$ cat src/hdl/gpem_pkg.sv
`timescale 1ns / 1ps
// ----------------------------------------------------------------------------
// gpem_pkg
// Shared types and constants of the gray Prewitt edge magnitude block.
// ----------------------------------------------------------------------------
package gpem_pkg;

    localparam int CFG_W         = 12;
    localparam int PIX_W         = 8;
    localparam int POS_W         = 11;
    localparam int GRAD_W        = 11;
    localparam int SQ_W          = 21;
    localparam int MAX_WIDTH_DEF = 2048;
    localparam int MAX_HEIGHT    = 2048;

    localparam logic [CFG_W-1:0] WIDTH_RST  = 12'd640;
    localparam logic [CFG_W-1:0] HEIGHT_RST = 12'd480;
    localparam logic [CFG_W-1:0] BAND_RST   = 12'd480;

    // floor(a/3) == (a*683) >> 11 for a below 1024
    localparam int RECIP3       = 683;
    localparam int RECIP3_SHIFT = 11;

    localparam int CFG_IDX_W = 2;
    typedef logic [CFG_IDX_W-1:0] cfg_idx_t;

    localparam cfg_idx_t CFG_FRAME_WIDTH  = 2'd0;
    localparam cfg_idx_t CFG_FRAME_HEIGHT = 2'd1;
    localparam cfg_idx_t CFG_BAND_ROWS    = 2'd2;

    typedef enum logic [2:0] {
        CTL_IDLE,
        CTL_LOAD,
        CTL_START,
        CTL_WAIT,
        CTL_OUT
    } ctl_state_t;

    typedef enum logic [2:0] {
        MAG_IDLE,
        MAG_FIX,
        MAG_SQX,
        MAG_SQY,
        MAG_ROOT
    } mag_state_t;

    // gradient pair handed to the magnitude unit; gx and gy are two's complement
    typedef struct packed {
        logic [GRAD_W-1:0] gx;
        logic [GRAD_W-1:0] gy;
        logic              fix_x;
        logic              fix_y;
    } mag_req_t;

endpackage

$ cat src/hdl/gpem_mag.sv
`timescale 1ns / 1ps
// ----------------------------------------------------------------------------
// gpem_mag
// Edge magnitude unit: optional truncating remainder by 3 on each gradient,
// squares through one shared multiplier, then an 8-step integer square root
// clamped to 255.
// ----------------------------------------------------------------------------
module gpem_mag
(
    input  logic               clk,
    input  logic               rst_n,
    input  logic               start,
    input  gpem_pkg::mag_req_t req,
    output logic               done,
    output logic [7:0]         value
);

    gpem_pkg::mag_state_t state_reg, state_next;

    logic signed [gpem_pkg::GRAD_W-1:0] gx_reg;
    logic signed [gpem_pkg::GRAD_W-1:0] gy_reg;
    logic                               fix_x_reg;
    logic                               fix_y_reg;
    logic [gpem_pkg::SQ_W-1:0]          sq_reg;
    logic [7:0]                         root_reg;
    logic [2:0]                         bit_reg;
    logic                               done_reg;

    logic signed [gpem_pkg::SQ_W:0]     prod;
    logic [7:0]                         trial;
    logic [15:0]                        trial_sq;
    logic                               big;
    logic                               root_last;

    function automatic logic signed [gpem_pkg::GRAD_W-1:0] rem3
        (input logic signed [gpem_pkg::GRAD_W-1:0] v);
        logic [9:0]                         mag;
        logic [19:0]                        mp;
        logic [9:0]                         quo;
        logic [1:0]                         r;
        logic signed [gpem_pkg::GRAD_W-1:0] rs;
        mag = v[gpem_pkg::GRAD_W-1] ? 10'(-v) : v[9:0];
        mp  = 20'(mag) * 20'(gpem_pkg::RECIP3);
        quo = 10'(mp >> gpem_pkg::RECIP3_SHIFT);
        r   = 2'(mag - 10'(quo * 10'd3));
        rs  = $signed({9'b0, r});
        return v[gpem_pkg::GRAD_W-1] ? -rs : rs;
    endfunction

    assign prod      = (state_reg == gpem_pkg::MAG_SQX) ? gx_reg * gx_reg : gy_reg * gy_reg;
    assign trial     = root_reg | (8'd1 << bit_reg);
    assign trial_sq  = 16'(trial) * 16'(trial);
    assign big       = |sq_reg[gpem_pkg::SQ_W-1:16];
    assign root_last = big || (bit_reg == 3'd0);

    always_ff @(posedge clk or negedge rst_n)
    begin
        if (!rst_n)
        begin
            state_reg <= gpem_pkg::MAG_IDLE;
            done_reg  <= 1'b0;
        end
        else
        begin
            state_reg <= state_next;
            done_reg  <= (state_reg == gpem_pkg::MAG_ROOT) && root_last;
        end
    end

    always_comb
    begin
        state_next = state_reg;
        unique case (state_reg)
            gpem_pkg::MAG_IDLE:
            begin
                if (start)
                begin
                    state_next = gpem_pkg::MAG_FIX;
                end
            end
            gpem_pkg::MAG_FIX:  state_next = gpem_pkg::MAG_SQX;
            gpem_pkg::MAG_SQX:  state_next = gpem_pkg::MAG_SQY;
            gpem_pkg::MAG_SQY:  state_next = gpem_pkg::MAG_ROOT;
            gpem_pkg::MAG_ROOT:
            begin
                if (root_last)
                begin
                    state_next = gpem_pkg::MAG_IDLE;
                end
            end
            default: state_next = gpem_pkg::MAG_IDLE;
        endcase
    end

    always_ff @(posedge clk)
    begin
        case (state_reg)
            gpem_pkg::MAG_IDLE:
            begin
                if (start)
                begin
                    gx_reg    <= $signed(req.gx);
                    gy_reg    <= $signed(req.gy);
                    fix_x_reg <= req.fix_x;
                    fix_y_reg <= req.fix_y;
                end
            end
            gpem_pkg::MAG_FIX:
            begin
                if (fix_x_reg)
                begin
                    gx_reg <= rem3(gx_reg);
                end
                if (fix_y_reg)
                begin
                    gy_reg <= rem3(gy_reg);
                end
            end
            gpem_pkg::MAG_SQX:
            begin
                sq_reg <= gpem_pkg::SQ_W'(prod);
            end
            gpem_pkg::MAG_SQY:
            begin
                sq_reg   <= sq_reg + gpem_pkg::SQ_W'(prod);
                root_reg <= 8'd0;
                bit_reg  <= 3'd7;
            end
            gpem_pkg::MAG_ROOT:
            begin
                if (big)
                begin
                    root_reg <= 8'hFF;
                end
                else if (trial_sq <= sq_reg[15:0])
                begin
                    root_reg <= trial;
                end
                bit_reg <= bit_reg - 3'd1;
            end
            default:
            begin
            end
        endcase
    end

    assign done  = done_reg;
    assign value = root_reg;

endmodule
$ cat config.mk
export PLATFORM = sky130hd
export DESIGN_NAME = gpem_mag
export DESIGN_NICKNAME = d
export VERILOG_FILES = /design/src/hdl/gpem_pkg.sv /design/src/hdl/gpem_mag.sv
export SDC_FILE = /design/constraint.sdc
export NUM_CORES = 1
export LEC_CHECK = 0
export BUFFER_PORTS_ARGS = -buffer_cell sky130_fd_sc_hd__buf_2
export CORE_MARGIN = 4
export CORE_UTILIZATION = 43
export DETAILED_ROUTE_END_ITERATION = 10
export PLACE_DENSITY = 0.55
export SYNTH_ARGS = -nofsm -noshare
export SYNTH_HDL_FRONTEND = slang
export SYNTH_SLANG_ARGS = --single-unit
$ cat constraint.sdc
create_clock -name clk -period 9.35 [get_ports clk]
set_input_delay 2.805 -clock clk [delete_from_list [all_inputs] [get_ports clk]]
set_output_delay 2.805 -clock clk [all_outputs]
set_load 0.01 [all_outputs]
==> flow_summary.ini <==
[status]
status = completed

[synth]
postSynthCellCount = 1793
synth_area_per_cell_sq_um = 9.119
syn_area_sq_mm = 0.01635
ys_warn_count = 0
synth_flop_cell = edfxtp_1
synthArstFlopShare_pct = 6.667
ys_seq_elements = 60
ys_types = 71
synth-edff-count = 56
synth_fp_nets = 2313
yosysSeqAreaShare_pct = 10.90

[drt]
viasPerCell = 4.958
wl_per_cell_um = 15.23
ant_nets = 0
drt_wl_total_um = 35260
vias = 11480
drt_iter0_markers = 546
drcViolationCount = 0
drt_pass1_iterations = 6

[layout]
largest_register_ffs = 21
n_antenna_cell = 0
num-nets-final = 2319
seqCellArea_sq_mm = 0.001782
fillers = 3644
multiInputGateArea_sq_mm = 0.01276
layout_commonest_cell = inv_1
area_growth_pct = 6.122
mostFrequentLayoutCells = inv_1, fa_1, ha_1, nand2_1, xnor2_1
layout-drive-gt1-share_pct = 4.989

[timing]
grt_setup_unrepaired = no
relSlewSlack_pct = 29.90
tightest_slew_ps = 1048
clock_skew_ps = 5.716
period_minus_slack_ps = 7825
hold_viol = 0
fmax_mhz = 127.8
setup_violations = 0
setup_tns_ps = 0
post-route-period-util_pct = 83.69
report.final.slew_viol_count = 0

[floorplanning]
dieArea_sq_mm = 0.04121
die_height_um = 203
core-area_sq_mm = 0.03758
ioPinCount = 36
rows = 71
start_util_pct = 43.51
die_x_um = 203

[place]
port_buffers = 35
place_hpwl_um = 30300
gp_congestion = 0.8616

[critical_path]
path_common_cell = xnor2_1
cpMaxStageDelayCell = edfxtp_1
crit_path_end_kind = register
crit_type = reg -> reg
worstSetupStartpointType = register
path_max_fanout = 13
cp_data_required_time_ps = 9420
crit_path_max_incr_delay_ps = 610
arrival_ps = 7890

[clock_tree]
holdBufCountCts = 0
cts_root_buffer = clkbuf_16
cts_tree = yes
cts_resized = 0
path_clk_slew_ps = 60
cts_buffers = 9
clock-sinks = 60
htree_num_levels = 3
clk-insertion-delay-late_ps = 350
cts_buffer_depth = 2
post_cts_buffers = 0

[min_path]
hold_class = reg -> reg

[flow_run]
maxCapViolations = 0

[grt]
grt.overflow.total = 0
grt_pass1_vias = 12340
grt_pass1_wl_um = 60950
grtUsageTotal_pct = 18.07
grt_max_degree = 34
antenna_found_initial = 0
==> cell type report <==
| class | instances | share of cell area (%) |
|---|---|---|
| clock buffer | 9 | 1.298 |
| timing repair buffer | 41 | 1.269 |
| sequential | 60 | 10.27 |
| inverter | 435 | 9.410 |
| tap | 511 | 3.685 |
| multi-input combinational | 1252 | 73.54 |
| clock inverter | 7 | 0.5264 |
==> cells in the mapped netlist, drive strengths merged (11+ instances only) <==
library cell  instances  area share [%]
a21o                 31             1.4
a21oi                54             1.7
and2                 46             1.8
clkbuf               42            0.96
edfxtp               56              10
fa                  256              31
ha                  237              18
inv                 433             9.9
mux2                 12            0.83
nand2               157             3.6
nand2b               11            0.42
nand3                15            0.46
nor2                 81             1.9
nor2b                22            0.84
nor3                 18            0.58
o21a                 17            0.78
o21ai                45             1.4
xnor2                95             5.1
xor2                 25             1.3
==> routing by layer <==
| layer | global-route usage, % | up-vias | wire length [um] |
|---|---|---|---|
| met2 | 31.31 | 146 | 17140 |
| met4 | 3.395 | 0 | 518 |
| met3 | 2.300 | 27 | 939 |
| met1 | 24.64 | 5635 | 16650 |
| li1 | - | 5670 | - |
| met5 | 0 | - | 0 |
==> path summary, 6_finish.rpt <==
check | start | end | slack [ps] | cells after the start
worst max-delay path | gy_reg[0]$_DFFE_PP_ | gy_reg[1]$_DFFE_PP_ | 1520 | 30
worst min-delay path | state_reg[2]$_DFFE_PN0P_ | state_reg[0]$_DFFE_PN0P_ | 620 | 1
worst max register to register | gy_reg[0]$_DFFE_PP_ | gy_reg[1]$_DFFE_PP_ | 1520 | 30
worst min register to register | state_reg[2]$_DFFE_PN0P_ | state_reg[0]$_DFFE_PN0P_ | 620 | 1
max in group asynchronous | rst_n | state_reg[2]$_DFFE_PN0P_ | 6920 | 1
min in group asynchronous | rst_n | done$_DFF_PN0_ | 2270 | 1
==> cell families after synthesis <==
| logic type | share of synthesized area [%] |
|---|---|
| xor+xnor | 6.474 |
| fa+ha+maj | 49.48 |
| flops | 10.90 |
| simple gates | 11.33 |
| compound gates | 9.313 |
| buf+inv | 11.07 |
| mux | 1.439 |
==> per-stage QoR <==
stage | worst slack [ps] | cells | hold slack [ps] | utilization [%] | cell area, sq um
global placement | 1513 | 2299 | 600.5 | 45.33 | 17040
floorplan | 2398 | 1793 | 482.3 | - | 16350
CTS | 1422 | 2315 | 606.1 | 46.18 | 17350
detailed placement | 1464 | 2299 | 588.3 | 45.33 | 17040
global route | 931.1 | 2315 | 651.2 | 46.18 | 17350
finish | 1525 | 2315 | 620.5 | 46.18 | 17350
==> worst max-delay path: cells and delay by family (launching register included) <==
family	cells	cell delay, ps
AO/OA/AOI/OAI	6	1360
AND/OR/NAND/NOR	3	520
buffers and inverters	3	530
adder cells (fa/ha/maj)	9	3020
XOR/XNOR	9	1490
flip-flops	1	610
Power is not shown: default switching activity piles up to over one toggle a cycle in this logic, so the estimate is an artifact.
